$ cat config.mk
export PLATFORM = sky130hd
export DESIGN_NAME = int_to_radix_digit_string
export DESIGN_NICKNAME = d
export VERILOG_FILES = /design/src/rtl/itrd_pkg.sv /design/src/rtl/itrd_div.sv /design/src/rtl/int_to_radix_digit_string.sv
export SDC_FILE = /design/constraint.sdc
export NUM_CORES = 1
export LEC_CHECK = 0
export BUFFER_PORTS_ARGS = -buffer_cell sky130_fd_sc_hd__buf_2
export CAP_MARGIN = 20
export CELL_PAD_IN_SITES_DETAIL_PLACEMENT = 0
export CELL_PAD_IN_SITES_GLOBAL_PLACEMENT = 2
export CORE_ASPECT_RATIO = 2
export CORE_MARGIN = 1
export CORE_UTILIZATION = 46
export CTS_BUF_LIST = sky130_fd_sc_hd__clkbuf_16
export DETAILED_ROUTE_END_ITERATION = 8
export HOLD_SLACK_MARGIN = 0.06
export PLACE_DENSITY = 0.82
export SLEW_MARGIN = 25
export SYNTH_ARGS = -nofsm -noshare
export SYNTH_HDL_FRONTEND = slang
export SYNTH_SLANG_ARGS = --single-unit
$ cat constraint.sdc
create_clock -name clk -period 11.97 [get_ports clk]
set_input_delay 1.7955 -clock clk [delete_from_list [all_inputs] [get_ports clk]]
set_output_delay 1.7955 -clock clk [all_outputs]
set_load 0.03 [all_outputs]
$ cat src/rtl/itrd_pkg.sv
// shared types, constants and helper functions for the radix text converter
package itrd_pkg;

	localparam int DATA_W      = 32;
	localparam int CNT_W       = $clog2(DATA_W);
	localparam int MAX_SYMBOLS = 16;
	localparam int DIGIT_W     = $clog2(MAX_SYMBOLS);
	localparam int RADIX_W     = DIGIT_W + 1;
	localparam int MAX_DIGITS  = DATA_W;
	localparam int NDIG_W      = $clog2(MAX_DIGITS) + 1;
	localparam int CHAR_W      = 8;
	localparam int CFG_W       = 64;
	localparam int COUNT_W     = 5;
	localparam int IDX_W       = 2;

	localparam logic [CHAR_W-1:0] MINUS_SIGN = 8'h2D;

	// register indexes
	localparam logic [IDX_W-1:0] REG_SYMBOL_COUNT = 2'd0;
	localparam logic [IDX_W-1:0] REG_SYMBOLS_LOW  = 2'd1;
	localparam logic [IDX_W-1:0] REG_SYMBOLS_HIGH = 2'd2;

	localparam logic [COUNT_W-1:0] SYMBOL_COUNT_RST = 5'd2;

	// divider status toward the sequencer
	typedef struct packed {
		logic busy;
		logic done;
	} div_stat_t;

	// clamp the symbol count into the legal radix range
	function automatic logic [RADIX_W-1:0] eff_radix(input logic [COUNT_W-1:0] sc);
		logic [RADIX_W-1:0] r;
		if (sc < COUNT_W'(2)) begin
			r = RADIX_W'(2);
		end else if (sc > COUNT_W'(MAX_SYMBOLS)) begin
			r = RADIX_W'(MAX_SYMBOLS);
		end else begin
			r = RADIX_W'(sc);
		end
		return r;
	endfunction

	// alphabet lookup, eight symbols per word
	function automatic logic [CHAR_W-1:0] symbol_of(input logic [DIGIT_W-1:0] d,
			input logic [CFG_W-1:0] lo, input logic [CFG_W-1:0] hi);
		logic [CFG_W-1:0] w;
		w = d[DIGIT_W-1] ? hi : lo;
		return w[{d[DIGIT_W-2:0], 3'b000} +: CHAR_W];
	endfunction

endpackage

$ cat src/rtl/itrd_div.sv
// bit-serial restoring divider, 32-bit dividend by a small radix
module itrd_div (
	input  logic                                clk,
	input  logic                                arst_n,
	input  logic                                start,
	input  logic [itrd_pkg::DATA_W-1:0]         dividend,
	input  logic [itrd_pkg::RADIX_W-1:0]        divisor,
	output itrd_pkg::div_stat_t                 stat,
	output logic [itrd_pkg::DATA_W-1:0]         quotient,
	output logic [itrd_pkg::DIGIT_W-1:0]        remainder
);

	logic [itrd_pkg::DATA_W-1:0]  quo_q;
	logic [itrd_pkg::DIGIT_W-1:0] rem_q;
	logic [itrd_pkg::CNT_W-1:0]   cnt_q;
	logic                         busy_q;
	logic                         done_q;
	logic [itrd_pkg::RADIX_W-1:0] trial;
	logic                         fits;
	logic [itrd_pkg::RADIX_W-1:0] diff;

	// remainder stays below the radix, so it fits in a digit
	assign trial = {rem_q, quo_q[itrd_pkg::DATA_W-1]};
	assign fits  = trial >= divisor;
	assign diff  = trial - divisor;

	always_ff @(posedge clk or negedge arst_n) begin
		if (!arst_n) begin
			busy_q <= 1'b0;
			done_q <= 1'b0;
			cnt_q  <= '0;
		end else begin
			done_q <= 1'b0;
			if (start) begin
				busy_q <= 1'b1;
				cnt_q  <= '0;
			end else if (busy_q) begin
				cnt_q <= cnt_q + 1'b1;
				if (cnt_q == {itrd_pkg::CNT_W{1'b1}}) begin
					busy_q <= 1'b0;
					done_q <= 1'b1;
				end
			end
		end
	end

	always_ff @(posedge clk) begin
		if (start) begin
			quo_q <= dividend;
			rem_q <= '0;
		end else if (busy_q) begin
			quo_q <= {quo_q[itrd_pkg::DATA_W-2:0], fits};
			rem_q <= fits ? diff[itrd_pkg::DIGIT_W-1:0] : trial[itrd_pkg::DIGIT_W-1:0];
		end
	end

	assign stat.busy = busy_q;
	assign stat.done = done_q;
	assign quotient  = quo_q;
	assign remainder = rem_q;

endmodule

$ cat src/rtl/int_to_radix_digit_string.sv
// top level: signed integer to text in a configured radix and alphabet
//
// input channel: value_valid / value_ready carry one signed 32-bit item.
// output channel: result_valid / result_ready carry one character per item,
// with last set on the final character of that value's text.
// config port: cfg_we writes cfg_data into register cfg_index (0 symbol
// count, 1 symbols 0..7, 2 symbols 8..15); other indexes are dropped.
// a negative value first gives '-', then its magnitude's digits, most
// significant first. digits come from a shared bit-serial divider that
// runs one pass of 32 restoring steps per digit.
// once all digits are in, characters go out one per cycle while the
// receiver keeps result_ready high. value_ready is high only while the
// sequencer is idle, so a new item is taken only after the previous one's
// last character has entered the output register.
// a stalled receiver simply freezes the output register and the emit
// sequence; nothing is dropped.
// reset: symbol count returns to 2, alphabet to all zero bytes, sequencer
// to idle with no result pending.
module int_to_radix_digit_string (
	input  logic                                clk,
	input  logic                                arst_n,
	input  logic                                value_valid,
	output logic                                value_ready,
	input  logic signed [itrd_pkg::DATA_W-1:0]  value,
	output logic                                result_valid,
	input  logic                                result_ready,
	output logic [itrd_pkg::CHAR_W-1:0]         character,
	output logic                                last,
	input  logic                                cfg_we,
	input  logic [itrd_pkg::IDX_W-1:0]          cfg_index,
	input  logic [itrd_pkg::CFG_W-1:0]          cfg_data
);

	typedef enum logic [3:0] {
		ST_IDLE  = 4'b0001,
		ST_DIV   = 4'b0010,
		ST_SIGN  = 4'b0100,
		ST_DIGIT = 4'b1000
	} state_t;

	state_t                              state_q;
	logic [itrd_pkg::COUNT_W-1:0]        symbol_count_q;
	logic [itrd_pkg::CFG_W-1:0]          symbols_low_q;
	logic [itrd_pkg::CFG_W-1:0]          symbols_high_q;
	logic [itrd_pkg::RADIX_W-1:0]        radix_q;
	logic                                neg_q;
	logic [itrd_pkg::NDIG_W-1:0]         ndig_q;
	logic [itrd_pkg::DIGIT_W-1:0]        digits_q [itrd_pkg::MAX_DIGITS];
	logic                                result_valid_q;
	logic [itrd_pkg::CHAR_W-1:0]         character_q;
	logic                                last_q;

	logic                                accept;
	logic                                out_free;
	logic                                div_start;
	logic [itrd_pkg::DATA_W-1:0]         div_dividend;
	logic [itrd_pkg::DATA_W-1:0]         mag;
	logic [itrd_pkg::RADIX_W-1:0]        radix_in;
	itrd_pkg::div_stat_t                 div_stat;
	logic [itrd_pkg::DATA_W-1:0]         div_quo;
	logic [itrd_pkg::DIGIT_W-1:0]        div_rem;
	logic [itrd_pkg::NDIG_W-1:0]         rd_ptr;
	logic                                more_digits;

	assign value_ready = (state_q == ST_IDLE);
	assign accept      = value_valid && value_ready;
	assign out_free    = !result_valid_q || result_ready;

	// magnitude at full width, so the most negative value works out
	assign mag      = value[itrd_pkg::DATA_W-1] ? (32'd0 - value) : value;
	assign radix_in = itrd_pkg::eff_radix(symbol_count_q);

	// next division pass: from a fresh item or from the last quotient
	assign more_digits  = (state_q == ST_DIV) && div_stat.done && (div_quo != '0);
	assign div_start    = accept || more_digits;
	assign div_dividend = accept ? mag : div_quo;
	assign rd_ptr       = ndig_q - 1'b1;

	itrd_div u_div (
		.clk       (clk),
		.arst_n    (arst_n),
		.start     (div_start),
		.dividend  (div_dividend),
		.divisor   (accept ? radix_in : radix_q),
		.stat      (div_stat),
		.quotient  (div_quo),
		.remainder (div_rem)
	);

	// configuration registers
	always_ff @(posedge clk or negedge arst_n) begin
		if (!arst_n) begin
			symbol_count_q <= itrd_pkg::SYMBOL_COUNT_RST;
			symbols_low_q  <= '0;
			symbols_high_q <= '0;
		end else if (cfg_we) begin
			case (cfg_index)
				itrd_pkg::REG_SYMBOL_COUNT: symbol_count_q <= cfg_data[itrd_pkg::COUNT_W-1:0];
				itrd_pkg::REG_SYMBOLS_LOW:  symbols_low_q  <= cfg_data;
				itrd_pkg::REG_SYMBOLS_HIGH: symbols_high_q <= cfg_data;
				default: ;
			endcase
		end
	end

	// sequencer and digit count
	always_ff @(posedge clk or negedge arst_n) begin
		if (!arst_n) begin
			state_q <= ST_IDLE;
			ndig_q  <= '0;
		end else begin
			case (state_q)
				ST_IDLE: begin
					if (accept) begin
						ndig_q  <= '0;
						state_q <= ST_DIV;
					end
				end
				ST_DIV: begin
					if (div_stat.done) begin
						ndig_q <= ndig_q + 1'b1;
						if (div_quo == '0) begin
							state_q <= neg_q ? ST_SIGN : ST_DIGIT;
						end
					end
				end
				ST_SIGN: begin
					if (out_free) begin
						state_q <= ST_DIGIT;
					end
				end
				ST_DIGIT: begin
					if (out_free) begin
						ndig_q <= ndig_q - 1'b1;
						if (ndig_q == itrd_pkg::NDIG_W'(1)) begin
							state_q <= ST_IDLE;
						end
					end
				end
				default: state_q <= ST_IDLE;
			endcase
		end
	end

	// per-item payload and digit stack
	always_ff @(posedge clk) begin
		if (accept) begin
			neg_q   <= value[itrd_pkg::DATA_W-1];
			radix_q <= radix_in;
		end
		if (state_q == ST_DIV && div_stat.done) begin
			digits_q[ndig_q[itrd_pkg::NDIG_W-2:0]] <= div_rem;
		end
	end

	// output register
	always_ff @(posedge clk or negedge arst_n) begin
		if (!arst_n) begin
			result_valid_q <= 1'b0;
		end else if (out_free) begin
			result_valid_q <= (state_q == ST_SIGN) || (state_q == ST_DIGIT);
		end
	end

	always_ff @(posedge clk) begin
		if (out_free) begin
			if (state_q == ST_SIGN) begin
				character_q <= itrd_pkg::MINUS_SIGN;
				last_q      <= 1'b0;
			end else begin
				character_q <= itrd_pkg::symbol_of(digits_q[rd_ptr[itrd_pkg::NDIG_W-2:0]],
					symbols_low_q, symbols_high_q);
				last_q      <= (ndig_q == itrd_pkg::NDIG_W'(1));
			end
		end
	end

	assign result_valid = result_valid_q;
	assign character    = character_q;
	assign last         = last_q;

`ifndef SYNTH
	a_digit_nonempty: assert property (@(posedge clk) disable iff (!arst_n)
		(state_q == ST_DIGIT) |-> (ndig_q != '0))
		else $error("digit emit with empty digit stack");

	a_done_in_div: assert property (@(posedge clk) disable iff (!arst_n)
		div_stat.done |-> (state_q == ST_DIV))
		else $error("divider finished outside the divide state");

	a_accept_starts: assert property (@(posedge clk) disable iff (!arst_n)
		accept |=> (state_q == ST_DIV) && div_stat.busy)
		else $error("accepted item did not start the divider");

	a_ndig_bound: assert property (@(posedge clk) disable iff (!arst_n)
		ndig_q <= itrd_pkg::NDIG_W'(itrd_pkg::MAX_DIGITS))
		else $error("digit count overflow");
`endif

endmodule

==> out/qor.txt, run 1 <==
R2R Path Start: ndig_q[1]$_DFFE_PN0P_
Cell variety after synth: 72
NetSw: 0.00197 W
CTS tree: built
H-Tree Depth: 1
Crit path kind: flop to flop
Chip width: 131 um
Clock Skews: 10.2 ps
Worst Tran Pin Value: 1040 ps
Final net count: 1369
Final Cycle Share: 37.8%
Via density: 5.50
Post-CTS Hold Fix Bufs: 0
Worst path slowest cell: xnor2_2
LEAKAGE: 6.86 nW
CP Launch Type: flop
Filler instances: 2848
Worst path required time: 12280 ps
Post-synth EDFFs: 170
Antenna Violating Nets Remaining: 0
Post-synth top area cell: edfxtp_1
First-pass GRT wire length: 55900 um
Internal power: 0.00308 W
Cts bufs inserted: 30
Final Setup Violations: 0
GRT busiest layer: met2
GPL Wtd Cong: 0.791
Most common cell in the netlist: edfxtp_1
FP Rows: 94
Hold_sp: ndig_q[5]$_DFFE_PN0P_
Max-slew headroom: 30.7%
Clock power frac: 19.6%
Yosys reg bits: 330
Dpl hpwl: 25100 um
Warnings from Yosys: 0
Unrepaired setup endpoints after global routing: no
Residual DRC: 0
Post-layout total power: 0.00505 W
WL/cell: 20.9 um
Hold Crit Class: flop to flop
WHS: 479 ps
Area Growth Syn to Fin: 13.2%
Pre-CTS setup slack: 7300 ps
Clock Sinks: 330
Port Buffers: 113
PwrDens: 291 nW/um^2
Combinational share of power: 47.5%
Vias in the first global route: 10100
Pre-Repair DR Iteration Count: 4
Slew Limit Fails: 0
CP cell instances: inv_1, ha_1, xnor2_2, nand2_1, nand4_1, a41oi_1, a211oi_4, buf_4, mux2_1, o2bb2a_1, o2111ai_1, nand4_1
Die height: 260 um
TNS Setup: 0 ps
Slowest Stage Delay on Critical Path: 850 ps
FFs w/ async S/R, synth: 45.8%
Synth top cells by count: edfxtp_1 (170), mux2_2 (151), dfrtp_1 (149)
Overflow after GRT: 0
Largest net degree at the start of global routing: 78
Register area share after synthesis: 59.1%
Die area: 34100 um^2
Final setup margin: 7450 ps
Core footprint: 32800 um^2
Fraction of layout cells with a size suffix above 1: 29.5%
Worst path most repeated cell: nand4_1
GR met3 Demand/Resource: 2.33%
Largest cells by area after synthesis: edfxtp_1 (33%), dfrtp_1 (24%), mux2_2 (11%), mux2i_1 (4.9%), mux4_2 (3.5%)
Initial Utilization: 46.8%
Mapped Nets: 1270
DR vias: 9411
Met1 usage: 22.2%
Hold EP: ndig_q[5]$_DFFE_PN0P_
Data arrival time of the critical path: 4830 ps
Final hold vios: 0
Post-Syn Area: 15300 um^2
Clock-pin slew on the worst setup and hold paths: 70 ps
Final Critical Period: 4520 ps
Initial antenna violation count: 1
FF-to-FF setup slack: 7450 ps
R2R cell count: 12
Post-synth top area share: 33.3%
Synth Instances: 1153
Reg2reg end: character[3]$_SDFFCE_PP1P_
Post-cts resize count: 0
Worst VDD drop: 0.261 mV
Status: finished clean
Max Cap Viol: 0
DRT iter0 DRCs: 381
Gr usage total: 21.3%
Number of primary I/O pins: 114
Most used DFF post-synth: edfxtp_1
Clock Tree Buf Depth: 3
Net Sw Frac: 39.1%
CP Max Fanout: 47
FMAX: 221 MHz
Setup Buffers After CTS: 0
Grt met2 use: 42.5%
Seq pwr share: 32.8%
Clk_lat worst skew: 570 ps
Final Util: 52.9%
Hold Path Stages: 1
Drt total wl: 35700 um
CTS root buf: clkbuf_16
Crit end category: flop
Mapped Avg Cell Area: 13.3 um^2
## state kept, by name (all words and copies together), names as in the netlist, 4 cells and up
| name | cells |
|---|---|
| radix_q | 5 |
| symbol_count_q | 5 |
| u_div.remainder | 4 |
| state_q | 4 |
| character | 8 |
| symbols_high_q | 64 |
| u_div.quotient | 32 |
| symbols_low_q | 64 |
| u_div.cnt_q | 5 |
| ndig_q | 6 |
| digits_q | 128 |
## power groups by stage
stage               Clock [W]  Combinational (W)  Sequential, W
detailed placement          0            0.00244        0.00168
CTS                   0.00101            0.00244        0.00166
global placement            0            0.00242        0.00168
floorplan                   0            0.00175        0.00169
global route          0.00105            0.00262        0.00168
finish               0.000990            0.00240        0.00166
## how the worst max path moves through the flow
stage               slack (ps)             startpoint                            to
floorplan                 6850            value_valid   u_div.quotient[0]$_DFFE_PP_
global placement          7310               value[4]  u_div.quotient[29]$_DFFE_PP_
detailed placement        7300               value[4]  u_div.quotient[29]$_DFFE_PP_
CTS                       7390  ndig_q[1]$_DFFE_PN0P_    character[5]$_SDFFCE_PP1P_
global route              7160  ndig_q[1]$_DFFE_PN0P_    character[5]$_SDFFCE_PP1P_
finish                    7450  ndig_q[1]$_DFFE_PN0P_    character[3]$_SDFFCE_PP1P_
## routing by layer
metal  up-vias  part of all wire, %  wire length, um
li1       4476                    -                -
met1      4697                   36            13000
met2       175                   57            20400
met3        63                  3.0             1070
met4         0                  3.7             1310
met5         -                    0                0
## logic make-up (layout without fill, tap and decap cells)
group / count (synthesis) / in the layout / share of synthesized area [%]
mux: 254 / 254 / 19.8
xor+xnor: 37 / 37 / 2.21
compound gates: 144 / 144 / 6.25
fa+ha+maj: 14 / 14 / 1.19
simple gates: 294 / 294 / 9.23
other cells: 0 / 2 / 0
flops: 330 / 330 / 59.1
buf+inv: 80 / 203 / 2.25
## stage by stage
stage / instance area (um^2) / std cells
2_1_floorplan: 15300 / 1153
3_3_place_gp: 16300 / 1652
3_5_place_dp: 16300 / 1652
4_1_cts: 17400 / 1708
5_1_grt: 17400 / 1708
6_report: 17400 / 1710
## cell usage in the layout (no fill, tap or decap), drive strengths merged, types with 11 or more instances in the layout
master  instances
clkinv         13
mux4           24
clkbuf         30
mux2i          75
ha             13
inv            21
nand3          25
edfxtp        170
nor2b          11
nand4          11
nor3           13
nor2           94
a21oi          42
xor2           34
o21ai          32
buf           130
dfrtp         149
nand2          90
mux2          155
## layout make-up
type | instances | area (um^2) | area share, %
sequential | 330 | 9070 | 52.2
timing repair buffer | 130 | 703 | 4.05
tap | 432 | 541 | 3.11
antenna | 2 | 5.00 | 0.0288
multi-input combinational | 743 | 5970 | 34.4
inverter | 17 | 63.8 | 0.367
clock inverter | 26 | 263 | 1.51
clock buffer | 30 | 751 | 4.32
## worst max-delay path: cells and delay by family, from the launching register on
kind	cells	cell delay (ps)
AOI/OAI and AO/OA	4	870
xor gates and xnor gates	1	850
adders and majority gates	1	370
buffers and inverters	2	800
DFF	1	520
muxes	1	370
and+or+nand+nor	3	390
Power figures use the tool's default switching activity.
==> run 2, diff against run 1 <==
Settings changed: ABC_AREA set to 1, CORE_UTILIZATION 46 to 38, PLACE_DENSITY 0.82 to 0.77.
Clock period 11.97 ns to 4.26 ns, I/O delays scaled along.
==> out/qor.txt, run 2 <==
Post-synth top area cell: edfxtp_1 (unchanged)
Fraction of layout cells with a size suffix above 1: 11.6% (was 29.5%)
First-pass GRT wire length: 69500 um (was 55900 um)
Post-CTS Hold Fix Bufs: 0 (unchanged)
Initial Utilization: 38.6% (was 46.8%)
Largest net degree at the start of global routing: 94 (was 78)
Clock power frac: 18.0% (was 19.6%)
PwrDens: 851 nW/um^2 (was 291 nW/um^2)
Worst path most repeated cell: inv_1 (was nand4_1)
Worst path required time: 4740 ps (was 12280 ps)
Critical Path Source: state_q[0]$_DFFE_PN1P_ (was ndig_q[1]$_DFFE_PN0P_)
Pre-Repair DR Iteration Count: 5 (was 4)
Warnings from Yosys: 0 (unchanged)
Register area share after synthesis: 57.4% (was 59.1%)
DRT iter0 DRCs: 602 (was 381)
Post-synth top area share: 32.3% (was 33.3%)
Crit end category: flop (unchanged)
Commonest non-fill, non-tap cell in the layout: nand2_1 (was edfxtp_1)
Pre-CTS setup slack: 572 ps (was 7300 ps)
Synth top cells by count: nand2_1 (475), nand3_1 (209), o21ai_0 (192) (was edfxtp_1 (170), mux2_2 (151), dfrtp_1 (149))
CP cell instances: inv_1, nor3_1, nand2_1, nor2_1, inv_1, o22ai_1, inv_1, ha_1, a21o_1, a221oi_1, nand3_1, inv_1, o21ai_0, o21ai_0 (was inv_1, ha_1, xnor2_2, nand2_1, nand4_1, a41oi_1, a211oi_4, buf_4, mux2_1, o2bb2a_1, o2111ai_1, nand4_1)
Die height: 290 um (was 260 um)
Post-cts resize count: 0 (unchanged)
Area Growth Syn to Fin: 12.7% (was 13.2%)
R2R Path Start: state_q[0]$_DFFE_PN1P_ (was ndig_q[1]$_DFFE_PN0P_)
Status: finished clean (unchanged)
Cell variety after synth: 48 (was 72)
Vias in the first global route: 12400 (was 10100)
Most frequent cells in the layout: nand2_1 (475), nand3_1 (207), o21ai_0 (191) (was edfxtp_1 (170), mux2_2 (151), dfrtp_1 (148))
Area of all placed cells without fillers: 17800 um^2 (was 17400 um^2)
Net Sw Frac: 46.6% (was 39.1%)
CP Max Fanout: 7 (was 47)
Max Cap Viol: 0 (unchanged)
LEAKAGE: 7.93 nW (was 6.86 nW)
Hold Crit Class: input pin to asynchronous set/reset pin (was flop to flop)
Worst path slowest cell: dfstp_2 (was xnor2_2)
Chip width: 146 um (was 131 um)
Worst Tran Pin Value: 996 ps (was 1040 ps)
Final net count: 1961 (was 1369)
Mapped Nets: 1879 (was 1270)
Post-layout total power: 0.0152 W (was 0.00505 W)
Cts bufs inserted: 31 (was 30)
Residual DRC: 0 (unchanged)
FFs w/ async S/R, synth: 45.8% (unchanged)
Clock-pin slew on the worst setup and hold paths: 70 ps (about the same)
R2R cell count: 14 (was 12)
Yosys reg bits: 330 (unchanged)
Multiplexer share of the synthesized area: 0% (was 19.8%)
CP Launch Type: flop (unchanged)
Drt total wl: 44700 um (was 35700 um)
Post-Syn Area: 15800 um^2 (was 15300 um^2)
Most common cell in the netlist: nand2_1 (was edfxtp_1)
Combinational share of power: 51.7% (was 47.5%)
CTS tree: built (unchanged)
Clock Tree Buf Depth: 3 (unchanged)
TNS Setup: 0 ps (unchanged)
Synth Instances: 1762 (was 1153)
Worst path top cell family by delay: simple AND/OR/NAND/NOR gates (was compound AO/OA/AOI/OAI gates)
Slew Limit Fails: 0 (unchanged)
Complex-gate fraction of the synthesized area: 9.61% (was 6.25%)
Core footprint: 41000 um^2 (was 32800 um^2)
Post-Synth Simple-Gate Area: 23.2% (was 9.23%)
Synth Area in Adders: 1.16% (was 1.19%)
Setup Buffers After CTS: 0 (unchanged)
Mapped Avg Cell Area: 8.97 um^2 (was 13.3 um^2)
Initial antenna violation count: 1 (unchanged)
Port Buffers: 113 (unchanged)
Unrepaired setup endpoints after global routing: no (unchanged)
Final Util: 43.5% (was 52.9%)
DR vias: 12200 (was 9411)
Worst VDD drop: 0.500 mV (was 0.261 mV)
Number of primary I/O pins: 114 (unchanged)
Data arrival time of the critical path: 4110 ps (was 4830 ps)
Final Cycle Share: 85.1% (was 37.8%)
Gr usage total: 21.2% (was 21.3%)
Max-slew headroom: 33.3% (was 30.7%)
FP Rows: 105 (was 94)
Post-place instance area: 16800 um^2 (was 16300 um^2)
XOR/XNOR Fraction of Synth Area: 1.39% (was 2.21%)
Dpl hpwl: 31700 um (was 25100 um)
Crit path kind: flop to flop (unchanged)
Crit. path cell count: 14 (was 12)
Final setup margin: 634 ps (was 7450 ps)
CTS root buf: clkbuf_16 (unchanged)
Largest family of logic cells by synthesized area: simple AND/OR/NAND/NOR gates (was multiplexers)
Via density: 5.07 (was 5.50)
Final Setup Violations: 0 (unchanged)
Most used DFF post-synth: edfxtp_1 (unchanged)
Number of flip-flops in the largest register: 128 (unchanged)
Filler instances: 4173 (was 2848)
Final hold vios: 0 (unchanged)
Clock Sinks: 330 (unchanged)
Slowest Stage Delay on Critical Path: 570 ps (was 850 ps)
# diodes: 0 (was 2)
WL/cell: 18.6 um (was 20.9 um)
GPL Wtd Cong: 0.891 (was 0.791)
H-Tree Depth: 1 (unchanged)
Clk_lat worst skew: 560 ps (was 570 ps)
Overflow after GRT: 0 (unchanged)
FMAX: 276 MHz (was 221 MHz)
Clock Skews: 10.1 ps (was 10.2 ps)
Seq pwr share: 30.3% (was 32.8%)
WP buf/inv: 4 (was 2)
Largest cells by area after synthesis: edfxtp_1 (32%), dfrtp_1 (24%), nand2_1 (11%), nand3_1 (6.6%), o21ai_0 (6.1%) (was edfxtp_1 (33%), dfrtp_1 (24%), mux2_2 (11%), mux2i_1 (4.9%), mux4_2 (3.5%))
Die area: 42500 um^2 (was 34100 um^2)
Final Critical Period: 3630 ps (was 4520 ps)
NetSw: 0.00706 W (was 0.00197 W)
Post-synth EDFFs: 170 (unchanged)
Antenna Violating Nets Remaining: 0 (unchanged)
Internal power: 0.00811 W (was 0.00308 W)
-- run 2: changes by cell type after synthesis, moves of 17 or more --
cell,delta
xor2_1,-17
nand3_1,+184
mux4_2,-24
nand3b_1,+22
mux2i_1,-75
o21ai_0,+165
nand2_1,+385
inv_1,+160
mux2_2,-151
-- run 2: per-layer routing --
metal	up-vias	GRT usage [%]	share of wire (%)
met5	-	0	0
met4	0	8.66	3.8
met3	81	2.14	3.4
met2	256	40.6	55
met1	5807	23.5	38
li1	6028	-	-
-- run 2: worst paths after layout --
kind / to / slack, ps
max in group asynchronous: symbols_high_q[7]$_DFFE_PN0P_ / 3100
max: u_div.remainder[2]$_SDFFE_PN0P_ / 630
max reg2reg: u_div.remainder[2]$_SDFFE_PN0P_ / 630
min in group clk: state_q[0]$_DFFE_PN1P_ / 280
min: symbols_low_q[34]$_DFFE_PN0P_ / 150
min reg2reg: symbols_low_q[22]$_DFFE_PN0P_ / 470
-- run 2: cell families after synthesis --
group | Yosys count
and+or+nand+nor | 843
DFF | 330
AOI/OAI and AO/OA | 280
buffers and inverters | 270
xor gates and xnor gates | 25
adders and majority gates | 14
-- run 2: cell type report --
| type | instances | area (um^2) | area share (%) |
|---|---|---|---|
| sequential | 330 | 9070 | 50.9 |
| multi-input combinational | 1162 | 5610 | 31.5 |
| clock buffer | 32 | 801 | 4.49 |
| timing repair buffer | 138 | 797 | 4.47 |
| inverter | 181 | 682 | 3.83 |
| tap | 535 | 669 | 3.76 |
| clock inverter | 25 | 188 | 1.05 |
-- run 2: worst reg2reg max path: stages (launching register included) --
cell and delay (ps):
dfstp_2 570, inv_1 40, nor3_1 420, nand2_1 330, nor2_1 180, inv_1 110, o22ai_1 160, inv_1 80
ha_1 340, a21o_1 220, a221oi_1 270, nand3_1 270, inv_1 240, o21ai_0 120, o21ai_0 200
-- run 2: power by group through the flow --
stage,Combinational [W],Sequential [W],Clock [W]
6_report,0.00784,0.00459,0.00274
5_1_grt,0.00873,0.00466,0.00292
4_1_cts,0.00800,0.00459,0.00281
3_5_place_dp,0.00800,0.00465,0
3_3_place_gp,0.00794,0.00464,0
2_1_floorplan,0.00538,0.00474,0
-- run 2: through the flow --
stage	hold WS, ps	cells
detailed placement	464	2346
CTS	180	2403
global placement	458	2346
finish	150	2403
floorplan	343	1762
global route	215	2403
